$ cat config.mk
export PLATFORM = sky130hd
export DESIGN_NAME = joystick_to_arrow_and_mouse_unit
export DESIGN_NICKNAME = d
export VERILOG_FILES = /design/src/rtl/jtam_pkg.sv /design/src/rtl/joystick_to_arrow_and_mouse_unit.sv
export SDC_FILE = /design/constraint.sdc
export NUM_CORES = 2
export LEC_CHECK = 0
export BUFFER_PORTS_ARGS = -buffer_cell sky130_fd_sc_hd__buf_2
export CAP_MARGIN = 40
export CORE_ASPECT_RATIO = 1.2
export CORE_UTILIZATION = 55
export CTS_CLUSTER_DIAMETER = 60
export CTS_CLUSTER_SIZE = 14
export DETAILED_ROUTE_END_ITERATION = 10
export GPL_ROUTABILITY_DRIVEN = 0
export PLACE_DENSITY = 0.76
export SYNTH_ARGS = -nofsm -noshare
export SYNTH_HDL_FRONTEND = slang
export SYNTH_SLANG_ARGS = --single-unit
$ cat constraint.sdc
create_clock -name clock -period 9.95 [get_ports clock]
set_input_delay 0.4975 -clock clock [delete_from_list [all_inputs] [get_ports clock]]
set_output_delay 0.4975 -clock clock [all_outputs]
set_load 0.005 [all_outputs]
$ cat src/rtl/jtam_pkg.sv
`default_nettype none

package jtam_pkg;

   // sample width default
   localparam int ADC_BITS_DEFAULT = 12;

   // fixed arithmetic constants
   localparam int CENTRE        = 2048;
   localparam int MOUSE_DIV     = 25;
   localparam int SCROLL_DIV    = 500;
   localparam int LO_RANGE      = 1200;
   localparam int HI_RANGE      = 1800;
   localparam int MOUSE_WAIT    = 50;
   localparam int SCROLL_WAIT   = 100;
   localparam int ARROW_WAIT    = 10;

   // register widths and reset values
   localparam int MID_W         = 12;
   localparam int THR_W         = 11;
   localparam int PRESS_RESET   = 100;
   localparam int RELEASE_RESET = 80;

   // csr port
   localparam int CSR_AW = 5;
   localparam int CSR_DW = 32;

   typedef enum logic [2:0] {
      REG_MID_LEFT_X      = 3'd0,
      REG_MID_LEFT_Y      = 3'd1,
      REG_MID_RIGHT_H     = 3'd2,
      REG_MID_RIGHT_V     = 3'd3,
      REG_PRESS_THRESHOLD = 3'd4,
      REG_RELEASE_THRESH  = 3'd5
   } csr_index_type;

   // arrow bit positions
   localparam int BIT_RIGHT = 0;
   localparam int BIT_LEFT  = 1;
   localparam int BIT_DOWN  = 2;
   localparam int BIT_UP    = 3;

   // response layout
   localparam int KEY_W         = 4;
   localparam int MOVE_W        = 11;
   localparam int WHEEL_W       = 5;
   localparam int RSP_PRESS_LSB = 0;
   localparam int RSP_REL_LSB   = RSP_PRESS_LSB + KEY_W;
   localparam int RSP_MX_LSB    = RSP_REL_LSB + KEY_W;
   localparam int RSP_MY_LSB    = RSP_MX_LSB + MOVE_W;
   localparam int RSP_WH_LSB    = RSP_MY_LSB + MOVE_W;
   localparam int RSP_USED      = RSP_WH_LSB + WHEEL_W;
   localparam int RSP_W         = ((RSP_USED + 7) / 8) * 8;

   // request tdata width rounded to bytes
   function automatic int req_tdata_bits(input int adc_bits);
      return ((32 + 4 * adc_bits + 7) / 8) * 8;
   endfunction

endpackage

`default_nettype wire

$ cat src/rtl/joystick_to_arrow_and_mouse_unit.sv
`default_nettype none

// Joystick frame to arrow keys, scroll wheel and mouse move. Every request frame
// (time stamp in ms, four ADC samples, scroll mode flag) produces exactly one
// response: arrow press/release masks from the left stick through hysteresis,
// a wheel step in scroll mode and a range-scaled mouse move from the right
// stick, each action rate limited on wrapping millisecond differences. A frame
// is taken every clock cycle unless the response side stalls; it is held in
// the input register, and the key, scroll and mouse logic between that register
// and the response register updates the held keys and time stamps in the same
// cycle as the response, so the next frame always sees the updated state.
// Constant divisions use reciprocal multipliers. Midpoints and thresholds are to
// be written through the csr port while no frame is in flight; the block does
// not enforce this. There is no clearing pass after reset.
module joystick_to_arrow_and_mouse_unit
   import jtam_pkg::*;
#(
   parameter int ADC_BITS = ADC_BITS_DEFAULT
) (
   input  logic                                 clock,
   input  logic                                 reset,
   // request: now_ms, left_x_raw, left_y_raw, right_h_raw, right_v_raw (low bit up)
   input  logic                                 req_tvalid,
   output logic                                 req_tready,
   input  logic [req_tdata_bits(ADC_BITS)-1:0]  req_tdata,
   input  logic                                 req_tuser,   // scroll_mode
   // response: arrow_press, arrow_release, move_x, move_y, wheel (low bit up)
   output logic                                 rsp_tvalid,
   input  logic                                 rsp_tready,
   output logic [RSP_W-1:0]                     rsp_tdata,
   output logic                                 rsp_tuser,   // mouse_valid
   // csr port
   input  logic                                 csr_psel,
   input  logic                                 csr_penable,
   input  logic                                 csr_pwrite,
   input  logic [CSR_AW-1:0]                    csr_paddr,
   input  logic [CSR_DW-1:0]                    csr_pwdata,
   output logic [CSR_DW-1:0]                    csr_prdata,
   output logic                                 csr_pready
);

   // datapath widths
   localparam int IN_USED = 32 + 4 * ADC_BITS;
   localparam int CW      = ((ADC_BITS > MID_W) ? ADC_BITS : MID_W) + 2;
   localparam int MW      = CW - 1;
   localparam int SMW     = MW + 2;

   // reciprocal of the scroll divisor, exact below 2**MW
   localparam int S_SCR   = MW + $clog2(SCROLL_DIV);
   localparam int KW_SCR  = MW + 2;
   localparam int PW_SCR  = MW + KW_SCR;
   localparam longint unsigned K_SCR_FULL =
      ((64'd1 << S_SCR) + SCROLL_DIV - 1) / SCROLL_DIV;
   localparam logic [KW_SCR-1:0] K_SCR = KW_SCR'(K_SCR_FULL);

   // reciprocal of the mouse divisor, exact below 2**SMW
   localparam int S_MOU   = SMW + $clog2(MOUSE_DIV);
   localparam int KW_MOU  = SMW + 2;
   localparam int PW_MOU  = SMW + KW_MOU;
   localparam longint unsigned K_MOU_FULL =
      ((64'd1 << S_MOU) + MOUSE_DIV - 1) / MOUSE_DIV;
   localparam logic [KW_MOU-1:0] K_MOU = KW_MOU'(K_MOU_FULL);

   // csr registers
   logic signed [MID_W-1:0] mid_lx_ff, mid_lx_in;
   logic signed [MID_W-1:0] mid_ly_ff, mid_ly_in;
   logic signed [MID_W-1:0] mid_rh_ff, mid_rh_in;
   logic signed [MID_W-1:0] mid_rv_ff, mid_rv_in;
   logic [THR_W-1:0]        press_thr_ff, press_thr_in;
   logic [THR_W-1:0]        release_thr_ff, release_thr_in;
   logic                    csr_write;

   // pipeline registers
   logic                    in_valid_ff, in_valid_in;
   logic [IN_USED-1:0]      in_data_ff, in_data_in;
   logic                    in_scroll_ff, in_scroll_in;
   logic                    out_valid_ff, out_valid_in;
   logic [RSP_W-1:0]        out_data_ff, out_data_in;
   logic                    out_user_ff, out_user_in;
   logic                    out_ready;
   logic                    fire;
   logic                    req_accept;

   // state
   logic [KEY_W-1:0]        held_ff, held_in;
   logic [31:0]             lr_stamp_ff, lr_stamp_in;
   logic [31:0]             ud_stamp_ff, ud_stamp_in;
   logic [31:0]             scr_stamp_ff, scr_stamp_in;
   logic [31:0]             mou_stamp_ff, mou_stamp_in;

   // datapath signals
   logic [31:0]             now;
   logic signed [CW-1:0]    lx, ly_raw_c, ly, rh, rv;
   logic signed [CW-1:0]    pt_s, rt_s;
   logic [MW-1:0]           mly, mrh, mrv;
   logic                    lr_due, ud_due, scr_due, mou_due;
   logic [KEY_W-1:0]        key_on, key_off, key_due;
   logic [KEY_W-1:0]        press, release_mask;
   logic                    amount_nz;
   logic [PW_SCR-1:0]       prod_scr;
   logic [MW-1:0]           wmag, wneg;
   logic [WHEEL_W-1:0]      wheel;
   logic                    mouse_valid;
   logic [MOVE_W-1:0]       move_x, move_y;

   // centred sample
   function automatic logic signed [CW-1:0] centre_of(
      input logic [ADC_BITS-1:0]    raw,
      input logic signed [MID_W-1:0] mid
   );
      logic signed [CW-1:0] r;
      r = $signed(CW'({1'b0, raw}));
      return r - CW'(CENTRE) - CW'(mid);
   endfunction

   // magnitude of a centred value
   function automatic logic [MW-1:0] mag_of(input logic signed [CW-1:0] v);
      logic signed [CW-1:0] a;
      a = v[CW-1] ? -v : v;
      return a[MW-1:0];
   endfunction

   // mouse step: sign plus range-scaled magnitude over the divisor
   function automatic logic [MOVE_W-1:0] mouse_step(input logic signed [CW-1:0] v);
      logic [MW-1:0]     m;
      logic [SMW-1:0]    sm;
      logic [PW_MOU-1:0] prod;
      logic [SMW-1:0]    mo;
      logic [SMW-1:0]    sv;
      m = mag_of(v);
      if (m < MW'(LO_RANGE)) begin
         sm = SMW'(m >> 2);
      end else if (m > MW'(HI_RANGE)) begin
         sm = {m, 2'b00};
      end else begin
         sm = SMW'(m);
      end
      prod = PW_MOU'(sm) * PW_MOU'(K_MOU);
      mo   = SMW'(prod[PW_MOU-1:S_MOU]) + SMW'(m != '0);
      sv   = v[CW-1] ? -mo : mo;
      return sv[MOVE_W-1:0];
   endfunction

   // csr write and read
   assign csr_pready = 1'b1;
   assign csr_write  = csr_psel & csr_penable & csr_pwrite & csr_pready;

   always_comb begin
      mid_lx_in      = mid_lx_ff;
      mid_ly_in      = mid_ly_ff;
      mid_rh_in      = mid_rh_ff;
      mid_rv_in      = mid_rv_ff;
      press_thr_in   = press_thr_ff;
      release_thr_in = release_thr_ff;
      if (csr_write) begin
         case (csr_index_type'(csr_paddr[4:2]))
            REG_MID_LEFT_X:      mid_lx_in      = csr_pwdata[MID_W-1:0];
            REG_MID_LEFT_Y:      mid_ly_in      = csr_pwdata[MID_W-1:0];
            REG_MID_RIGHT_H:     mid_rh_in      = csr_pwdata[MID_W-1:0];
            REG_MID_RIGHT_V:     mid_rv_in      = csr_pwdata[MID_W-1:0];
            REG_PRESS_THRESHOLD: press_thr_in   = csr_pwdata[THR_W-1:0];
            REG_RELEASE_THRESH:  release_thr_in = csr_pwdata[THR_W-1:0];
            default: ;
         endcase
      end
   end

   always_comb begin
      case (csr_index_type'(csr_paddr[4:2]))
         REG_MID_LEFT_X:      csr_prdata = CSR_DW'(mid_lx_ff);
         REG_MID_LEFT_Y:      csr_prdata = CSR_DW'(mid_ly_ff);
         REG_MID_RIGHT_H:     csr_prdata = CSR_DW'(mid_rh_ff);
         REG_MID_RIGHT_V:     csr_prdata = CSR_DW'(mid_rv_ff);
         REG_PRESS_THRESHOLD: csr_prdata = CSR_DW'(press_thr_ff);
         REG_RELEASE_THRESH:  csr_prdata = CSR_DW'(release_thr_ff);
         default:             csr_prdata = '0;
      endcase
   end

   // handshake
   assign out_ready  = ~out_valid_ff | rsp_tready;
   assign fire       = in_valid_ff & out_ready;
   assign req_tready = ~in_valid_ff | out_ready;
   assign req_accept = req_tvalid & req_tready;

   always_comb begin
      in_valid_in  = in_valid_ff;
      in_data_in   = in_data_ff;
      in_scroll_in = in_scroll_ff;
      if (req_accept) begin
         in_valid_in  = 1'b1;
         in_data_in   = req_tdata[IN_USED-1:0];
         in_scroll_in = req_tuser;
      end else if (fire) begin
         in_valid_in  = 1'b0;
      end
   end

   // field unpacking and centring
   assign now      = in_data_ff[31:0];
   assign lx       = centre_of(in_data_ff[32 +: ADC_BITS], mid_lx_ff);
   assign ly_raw_c = centre_of(in_data_ff[32 + ADC_BITS +: ADC_BITS], mid_ly_ff);
   assign rh       = centre_of(in_data_ff[32 + 2 * ADC_BITS +: ADC_BITS], mid_rh_ff);
   assign rv       = centre_of(in_data_ff[32 + 3 * ADC_BITS +: ADC_BITS], mid_rv_ff);
   assign pt_s     = $signed(CW'({1'b0, press_thr_ff}));
   assign rt_s     = $signed(CW'({1'b0, release_thr_ff}));

   // dead zone on the left vertical axis
   assign ly  = (mag_of(ly_raw_c) <= MW'(press_thr_ff)) ? '0 : ly_raw_c;
   assign mly = mag_of(ly);
   assign mrh = mag_of(rh);
   assign mrv = mag_of(rv);

   // rate limits on wrapping time differences
   assign lr_due  = (now - lr_stamp_ff) >= 32'(ARROW_WAIT);
   assign ud_due  = ~in_scroll_ff & ((now - ud_stamp_ff) >= 32'(ARROW_WAIT));
   assign scr_due = in_scroll_ff & ((now - scr_stamp_ff) >= 32'(SCROLL_WAIT));
   assign mou_due = (now - mou_stamp_ff) >= 32'(MOUSE_WAIT);

   // schmitt trigger levels per key
   always_comb begin
      key_on[BIT_RIGHT]  = lx > pt_s;
      key_off[BIT_RIGHT] = lx <= rt_s;
      key_on[BIT_LEFT]   = lx < -pt_s;
      key_off[BIT_LEFT]  = lx >= -rt_s;
      key_on[BIT_DOWN]   = ly > pt_s;
      key_off[BIT_DOWN]  = ly <= rt_s;
      key_on[BIT_UP]     = ly < -pt_s;
      key_off[BIT_UP]    = ly >= -rt_s;
      key_due[BIT_RIGHT] = lr_due;
      key_due[BIT_LEFT]  = lr_due;
      key_due[BIT_DOWN]  = ud_due;
      key_due[BIT_UP]    = ud_due;
   end

   // key press and release; a held key releases at its release level even
   // when the press level is also met
   always_comb begin
      for (int k = 0; k < KEY_W; k++) begin
         press[k]        = key_due[k] & key_on[k] & ~held_ff[k];
         release_mask[k] = key_due[k] & key_off[k] & held_ff[k];
      end
   end

   // scroll amount, kept as the negated wheel value
   assign amount_nz = scr_due & (ly != '0);
   assign prod_scr  = PW_SCR'(mly) * PW_SCR'(K_SCR);
   assign wmag      = MW'(prod_scr[PW_SCR-1:S_SCR]) + MW'(1);
   assign wneg      = ly[CW-1] ? wmag : -wmag;
   assign wheel     = wneg[WHEEL_W-1:0];

   // mouse report
   assign mouse_valid = ((mrv > MW'(press_thr_ff)) | (mrh > MW'(press_thr_ff)) | amount_nz)
                        & mou_due;
   assign move_x      = mouse_step(rv);
   assign move_y      = mouse_step(rh);

   // next state and response
   always_comb begin
      held_in      = held_ff;
      lr_stamp_in  = lr_stamp_ff;
      ud_stamp_in  = ud_stamp_ff;
      scr_stamp_in = scr_stamp_ff;
      mou_stamp_in = mou_stamp_ff;
      out_data_in  = out_data_ff;
      out_user_in  = out_user_ff;
      out_valid_in = out_valid_ff & ~rsp_tready;
      if (fire) begin
         held_in      = (held_ff | press) & ~release_mask;
         lr_stamp_in  = lr_due ? now : lr_stamp_ff;
         ud_stamp_in  = ud_due ? now : ud_stamp_ff;
         scr_stamp_in = scr_due ? now : scr_stamp_ff;
         mou_stamp_in = mouse_valid ? now : mou_stamp_ff;
         out_valid_in = 1'b1;
         out_user_in  = mouse_valid;
         out_data_in  = '0;
         out_data_in[RSP_PRESS_LSB +: KEY_W] = press;
         out_data_in[RSP_REL_LSB +: KEY_W]   = release_mask;
         if (mouse_valid) begin
            out_data_in[RSP_MX_LSB +: MOVE_W]  = move_x;
            out_data_in[RSP_MY_LSB +: MOVE_W]  = move_y;
            out_data_in[RSP_WH_LSB +: WHEEL_W] = amount_nz ? wheel : '0;
         end
      end
   end

   // control and state registers
   always_ff @(posedge clock) begin
      if (reset) begin
         mid_lx_ff      <= '0;
         mid_ly_ff      <= '0;
         mid_rh_ff      <= '0;
         mid_rv_ff      <= '0;
         press_thr_ff   <= THR_W'(PRESS_RESET);
         release_thr_ff <= THR_W'(RELEASE_RESET);
         in_valid_ff    <= 1'b0;
         out_valid_ff   <= 1'b0;
         held_ff        <= '0;
         lr_stamp_ff    <= '0;
         ud_stamp_ff    <= '0;
         scr_stamp_ff   <= '0;
         mou_stamp_ff   <= '0;
      end else begin
         mid_lx_ff      <= mid_lx_in;
         mid_ly_ff      <= mid_ly_in;
         mid_rh_ff      <= mid_rh_in;
         mid_rv_ff      <= mid_rv_in;
         press_thr_ff   <= press_thr_in;
         release_thr_ff <= release_thr_in;
         in_valid_ff    <= in_valid_in;
         out_valid_ff   <= out_valid_in;
         held_ff        <= held_in;
         lr_stamp_ff    <= lr_stamp_in;
         ud_stamp_ff    <= ud_stamp_in;
         scr_stamp_ff   <= scr_stamp_in;
         mou_stamp_ff   <= mou_stamp_in;
      end
   end

   // payload registers
   always_ff @(posedge clock) begin
      in_data_ff   <= in_data_in;
      in_scroll_ff <= in_scroll_in;
      out_data_ff  <= out_data_in;
      out_user_ff  <= out_user_in;
   end

   assign rsp_tvalid = out_valid_ff;
   assign rsp_tdata  = out_data_ff;
   assign rsp_tuser  = out_user_ff;

endmodule

`default_nettype wire

### Yosys cells after proc, flatten, opt, wreduce, memory -nomap -nowiden

Index checks and enable logic that the tools add are counted.

| cells by class | value |
|---|---|
| add/subtract/negate cells | 24 |
| $mul | 3 |
| magnitude comparators | 19 |
| eq/ne operators | 5 |
| mux-type cells | 16 |
| bitwise logic cells | 40 |
| reduce and logical (&&, ||, !) cells | 16 |

Operators by type and width:

| cell | number |
|---|---|
| case mux 32 bit (6 select lines) | 1 |
| subtractor 32 bit | 4 |
| >= comparator 32 x 4 -> 1 bit (second input constant) | 2 |
| 2-to-1 mux 15 bit | 4 |
| multiplier 15 x 13 -> 28 bit (second input constant) | 2 |
| subtractor 13 x 12 -> 14 bit | 4 |
| 2-to-1 mux 13 bit | 4 |
| negation 13 bit | 4 |
| subtractor 12 x 12 -> 13 bit (second input constant) | 4 |
| >= comparator 32 x 6 -> 1 bit (second input constant) | 1 |
| >= comparator 32 x 7 -> 1 bit (second input constant) | 1 |
| >= comparator 14 bit | 2 |
| greater-than comparator 14 x 12 -> 1 bit | 2 |
| less-or-equal comparator 14 x 12 -> 1 bit | 2 |
| < comparator 14 bit | 2 |
| negation 11 -> 14 bit | 2 |
| multiplier 13 x 14 -> 27 bit (second input constant) | 1 |
| greater-than comparator 13 x 11 -> 1 bit | 2 |
| greater-than comparator 13 x 11 -> 1 bit (second input constant) | 2 |
| < comparator 13 x 11 -> 1 bit (second input constant) | 2 |
| nonzero test 13 bit | 2 |
| bitwise AND 1 bit | 25 |
| adder 11 x 1 -> 11 bit | 2 |
| 2-to-1 mux 11 bit | 2 |
| other kinds (19) | 44 |

| storage, ports and cells | value |
|---|---|
| bits in registers | 321 |
| input bits | 125 |
| output and inout bits | 76 |
| logic and storage cells | 142 |

### Logic depth before layout (Yosys ltp)

| depth | value |
|---|---|
| word-level depth | 12 |
| mapped depth | 53 |
| depth with buffers taken out | 51 |

### Least setup slack after synthesis

No wires, ideal clock.

| timing | value |
|---|---|
| kind | flip-flop to flip-flop |
| from | register mid_rv_ff[1] |
| to | register out_data_ff[17] (netlist: rsp_tdata[17]) (data pin) |
| library setup time | 255 ps |
| arrival time | 10581 ps |
| required time | 9695 ps |
| setup slack | -885 ps |
| stages on the path, launching flop included | 41 |
| buffers on the path | 2 |
| period minus slack after synthesis | 10835 ps |
| path through | dfxtp_1 -> inv_1 -> ha_1 -> nor2b_1 -> o2111a_1 -> o31ai_1 -> a211oi_1 -> a2bb2oi_1 -> clkbuf_1 -> a21oi_1 -> xor2_1 -> inv_1 -> or4_1 -> a21oi_1 -> o21ai_1 -> clkbuf_1 -> o311ai_0 -> fa_1 -> [... 5 more ...] -> inv_1 -> ha_1 -> a211o_1 -> or4_1 -> a21oi_1 -> nor2_1 -> a21oi_1 -> xnor2_1 -> ha_1 -> nand2_1 -> a31oi_1 -> nand4b_1 -> o311ai_0 -> xor2_1 -> nor4_1 -> a21oi_1 -> xnor2_1 -> and2_1 |

| between the ends | value |
|---|---|
| longest elaborated chain between the ends | 10 |
| elaborated cells between the ends (all ways) | 16 |
| classes of those cells | 4 x add/sub; 1 x mul; 3 x order compare; 4 x mux; 3 x bitwise; 1 x reduce/logical |

Ends and longest elaborated chain:

| what | line | text |
|---|---|---|
| start: declaration | joystick_to_arrow_and_mouse_unit.sv:68 | `logic signed [MID_W-1:0] mid_rv_ff, mid_rv_in;` |
| start signal: assignment | joystick_to_arrow_and_mouse_unit.sv:307 | `mid_rv_ff <= mid_rv_in;` |
| subtractor 13 x 12 -> 14 bit (*) | joystick_to_arrow_and_mouse_unit.sv:113 | `return r - CW'(CENTRE) - CW'(mid);` |
| negation 13 bit | joystick_to_arrow_and_mouse_unit.sv:119 | `a = v[CW-1] ? -v : v;` |
| 2-to-1 mux 13 bit | joystick_to_arrow_and_mouse_unit.sv:119 |  |
| greater-than comparator 13 x 11 -> 1 bit | joystick_to_arrow_and_mouse_unit.sv:133 | `end else if (m > MW'(HI_RANGE)) begin` |
| 2-to-1 mux 15 bit | joystick_to_arrow_and_mouse_unit.sv:133 |  |
| 2-to-1 mux 15 bit | joystick_to_arrow_and_mouse_unit.sv:131 | `if (m < MW'(LO_RANGE)) begin` |
| multiplier 15 x 13 -> 28 bit | joystick_to_arrow_and_mouse_unit.sv:138 | `prod = PW_MOU'(sm) * PW_MOU'(K_MOU);` |
| adder 11 x 1 -> 11 bit | joystick_to_arrow_and_mouse_unit.sv:139 | `mo = SMW'(prod[PW_MOU-1:S_MOU]) + SMW'(m != '0);` |
| negation 11 bit | joystick_to_arrow_and_mouse_unit.sv:140 | `sv = v[CW-1] ? -mo : mo;` |
| 2-to-1 mux 11 bit | joystick_to_arrow_and_mouse_unit.sv:140 |  |
| end signal: assignment | joystick_to_arrow_and_mouse_unit.sv:324 | `out_data_ff <= out_data_in;` |
| end: declaration | joystick_to_arrow_and_mouse_unit.sv:78 | `logic [RSP_W-1:0] out_data_ff, out_data_in;` |

Mark *: on every way between the ends. The rest lies on a longest branch, timed or not.
A chain may end at the register's enable or synchronous reset.

### Final worst setup path

| timing | value |
|---|---|
| from | register in_data_ff[56] |
| to | register out_data_ff[29] (netlist: rsp_tdata[29]) (data pin) |

| between the ends | value |
|---|---|
| longest elaborated chain between the ends | 11 |
| elaborated cells between the ends (all ways) | 17 |
| classes of those cells | 5 x add/sub; 1 x mul; 3 x order compare; 4 x mux; 3 x bitwise; 1 x reduce/logical |

Ends and longest elaborated chain:

| what | line | text |
|---|---|---|
| start: declaration | joystick_to_arrow_and_mouse_unit.sv:75 | `logic [IN_USED-1:0] in_data_ff, in_data_in;` |
| start signal: assignment | joystick_to_arrow_and_mouse_unit.sv:322 | `in_data_ff <= in_data_in;` |
| subtractor 12 x 12 -> 13 bit (*) | joystick_to_arrow_and_mouse_unit.sv:113 |  |
| subtractor 13 x 12 -> 14 bit (*) | joystick_to_arrow_and_mouse_unit.sv:113 |  |
| negation 13 bit | joystick_to_arrow_and_mouse_unit.sv:119 |  |
| 2-to-1 mux 13 bit | joystick_to_arrow_and_mouse_unit.sv:119 |  |
| greater-than comparator 13 x 11 -> 1 bit | joystick_to_arrow_and_mouse_unit.sv:133 |  |
| 2-to-1 mux 15 bit | joystick_to_arrow_and_mouse_unit.sv:133 |  |
| 2-to-1 mux 15 bit | joystick_to_arrow_and_mouse_unit.sv:131 |  |
| multiplier 15 x 13 -> 28 bit | joystick_to_arrow_and_mouse_unit.sv:138 |  |
| adder 11 x 1 -> 11 bit | joystick_to_arrow_and_mouse_unit.sv:139 |  |
| negation 11 bit | joystick_to_arrow_and_mouse_unit.sv:140 |  |
| 2-to-1 mux 11 bit | joystick_to_arrow_and_mouse_unit.sv:140 |  |

Marks and branches as above.

==> results.json <==
{
  "die_x_um": 241,
  "worst-endpoint-arrival_ns": 10.32,
  "utilization_pct": 64.0,
  "syn_area_per_cell_um2": 8.37,
  "outcome": "complete, but fails checks",
  "r2r_start": "in_data_ff[56]$_DFFE_PP_",
  "final_common_cell": "inv_1",
  "grt_pass1_vias": 32074,
  "wire_per_inst_um": 18.8,
  "io_pins": 201,
  "synth_edf_count": 117,
  "cts_made_buffers": 37,
  "maxCapViolations": 0,
  "rows": 104,
  "hold_path_depth": 1,
  "crit_path_start_kind": "flip-flop",
  "port_buffers": 172,
  "finalWirelength_mm": 107,
  "reg2reg_depth": 43,
  "htree_levels": 2,
  "cp_max_fo": 8,
  "yosysWarnings": 0,
  "drtIter0Drc": 2557,
  "clkTransAtPathRegs_ns": 0.07,
  "period_minus_slack_ns": 10.01,
  "final_cell_mix": "inv_1, ha_1, nor2_1, a21oi_1, nand2_1",
  "r2r-end": "rsp_tdata[29]$_SDFFCE_PN0P_",
  "grt_util_all_layers_pct": 28.9,
  "setup_ws_ns": -0.0645,
  "grt_pass1_wl_mm": 162,
  "endpoint_kind": "flip-flop",
  "ant_nets": 0,
  "synth-async-reset-ratio_pct": 0,
  "die_area_mm2": 0.0695,
  "post-dp-hpwl_mm": 80.8,
  "critical_path.endpoint": "rsp_tdata[29]$_SDFFCE_PN0P_",
  "fin_tns_setup_ns": -0.0645,
  "clkSinkCount": 321,
  "ys.flop_type": "dfxtp_1",
  "cp_slowest_cell": "fa_1",
  "worst_pin_slew_ns": 0.836,
  "clock.fmax_ghz": 0.0999,
  "synth_cell_types": 108,
  "drv_slew": 0,
  "grt_antenna_before_repair": 5,
  "dr.pass1.iters": 8,
  "worstHoldPathType": "in -> reg",
  "fillerInstances": 5490,
  "crit_type": "reg -> reg",
  "synth-seq-area-share_pct": 20.2,
  "violations": "setup timing",
  "skew_ns": 0.0326,
  "cpPeakStageDelay_ns": 0.54,
  "syn-cell-area_mm2": 0.0376,
  "root_buffer": "clkbuf_16",
  "yosys_register_bits": 321,
  "nNetsFinal": 5649,
  "area_delta_synth_final_pct": 14.5,
  "rsz0062_at_grt": "true",
  "start_util_pct": 55.8,
  "drc": 0,
  "pre_cts_ws_ns": -0.226,
  "netlist_instances": 4496,
  "clk_latency_ns": 0.58,
  "core_area_mm2": 0.0674,
  "required_ns": 10.26,
  "whs_ns": 0.0898,
  "cpMostUsedCell": "inv_1",
  "clockBufferDepth": 3,
  "regToRegSetupSlack_ns": -0.06,
  "slew_headroom_pct": 42.8,
  "cts_tree": "built",
  "finalSetupViolations": 1,
  "globalRoute.totalOverflow": 0,
  "die_h_um": 289,
  "hold_violations": 0,
  "via_count": 34061,
  "drive_above_1_share_pct": 14.9,
  "critPathLaunch": "in_data_ff[56]$_DFFE_PP_",
  "vias_per_cell": 5.98,
  "min_period_over_period_pct": 101,
  "grt_max_degree": 81
}
how the worst min path moves through the flow:
| stage | startpoint | end | slack (ns) |
|---|---|---|---|
| 5_1_grt | req_tdata[8] | in_data_ff[8]$_DFFE_PP_ | 0.08 |
| 6_report | req_tdata[70] | in_data_ff[70]$_DFFE_PP_ | 0.09 |
| 3_5_place_dp | lr_stamp_ff[10]$_SDFFE_PP0P_ | lr_stamp_ff[10]$_SDFFE_PP0P_ | 0.45 |
| 4_1_cts | req_tdata[8] | in_data_ff[8]$_DFFE_PP_ | 0.07 |
| 3_3_place_gp | mid_ly_ff[3]$_SDFFE_PP0P_ | mid_ly_ff[3]$_SDFFE_PP0P_ | 0.44 |
| 2_1_floorplan | lr_stamp_ff[10]$_SDFFE_PP0P_ | lr_stamp_ff[10]$_SDFFE_PP0P_ | 0.44 |
sequential cells by signal, indices dropped and copies added, names as in the netlist, 32 cells and up:
register	flops
in_data_ff	80
lr_stamp_ff	32
mou_stamp_ff	32
rsp_tdata	35
scr_stamp_ff	32
ud_stamp_ff	32
repair_timing:
item	CTS	global route
endpoints found under the setup margin	7	17
setup buffers	1	52
gates cloned	0	2
pin swaps	1	127
hold buffers	0	0
resized for setup	8	265
layout make-up:
type                    count  area (um2)  share of cell area [%]
diodes                      2        5.00                  0.0116
flip-flops and latches    321        7600                    17.6
clock inverters            16         160                   0.371
repair buffers            371        2510                    5.83
inverters                 630        2360                    5.48
multi-input cells        3402       28300                    65.5
clock buffers              50        1090                    2.52
well taps                 901        1130                    2.61
through the flow:
| stage | cell area (um2) | cells |
|---|---|---|
| CTS | 41400 | 5637 |
| floorplan | 37700 | 4500 |
| finish | 43100 | 5693 |
| global route | 43100 | 5691 |
| detailed placement | 40200 | 5570 |
| global placement | 40000 | 5563 |
critical path: cells and delay by family (launching register included):
family | cells | cell delay [ns]
compound gates | 10 | 2.64
xor+xnor | 4 | 0.69
flops | 1 | 0.39
fa+ha+maj | 10 | 3.25
buf+inv | 9 | 0.86
simple gates | 10 | 1.90
synthesized netlist by cell type, types with 10 or more instances:
library cell	count	share of area, %
nor2_1	373	3.7
o31a_1	10	0.23
o31ai_1	31	0.62
o21ai_0	195	2.6
a211o_1	14	0.33
o21a_1	73	1.5
nand4_1	50	0.83
buf_4	27	0.54
inv_1	630	6.3
a211oi_1	26	0.52
dfxtp_1	204	11
and3_1	36	0.60
nor3b_1	14	0.28
a21o_1	89	1.8
o22ai_1	28	0.47
fa_1	165	8.8
nand2b_1	64	1.1
and2_1	31	0.52
edfxtp_1	117	9.3
nand2_1	306	3.1
a21oi_1	331	4.4
a2111oi_0	11	0.26
nand3_1	73	0.97
buf_2	18	0.24
xor2_1	62	1.4
xnor2_1	117	2.7
mux2i_1	120	3.2
o21bai_1	19	0.38
o31ai_2	10	0.33
a21boi_0	11	0.22
or4_1	16	0.32
nor2b_1	48	0.80
o211ai_1	31	0.62
a22oi_1	12	0.24
nor4_1	23	0.38
mux2_2	14	0.42
o221ai_1	20	0.47
or2_2	14	0.23
ha_1	596	20
or3_1	61	1.0
a31oi_1	30	0.50
o32ai_1	10	0.23
nor3_1	74	0.98
clkbuf_1	93	0.93
per-layer routing:
layer | global-route usage (%) | vias up | part of all wire (%)
met1 | 35.3 | 16186 | 40
met3 | 4.02 | 358 | 6.4
met4 | 14.7 | 6 | 5.6
met5 | 0 | - | 0.042
met2 | 49.6 | 1143 | 48
li1 | - | 16368 | -
kinds of logic after synthesis:
| family | after synthesis | share of synthesized area, % |
|---|---|---|
| and+or+nand+nor | 1235 | 16.0 |
| AOI/OAI and AO/OA | 1081 | 19.0 |
| buffers and inverters | 777 | 8.14 |
| adders and majority gates | 762 | 28.6 |
| DFF | 321 | 20.2 |
| xor gates and xnor gates | 180 | 4.23 |
| muxes | 138 | 3.85 |
| other | 2 | 0.0199 |
Power is not shown: default switching activity piles up to over one toggle a cycle in this logic, so the estimate is an artifact.
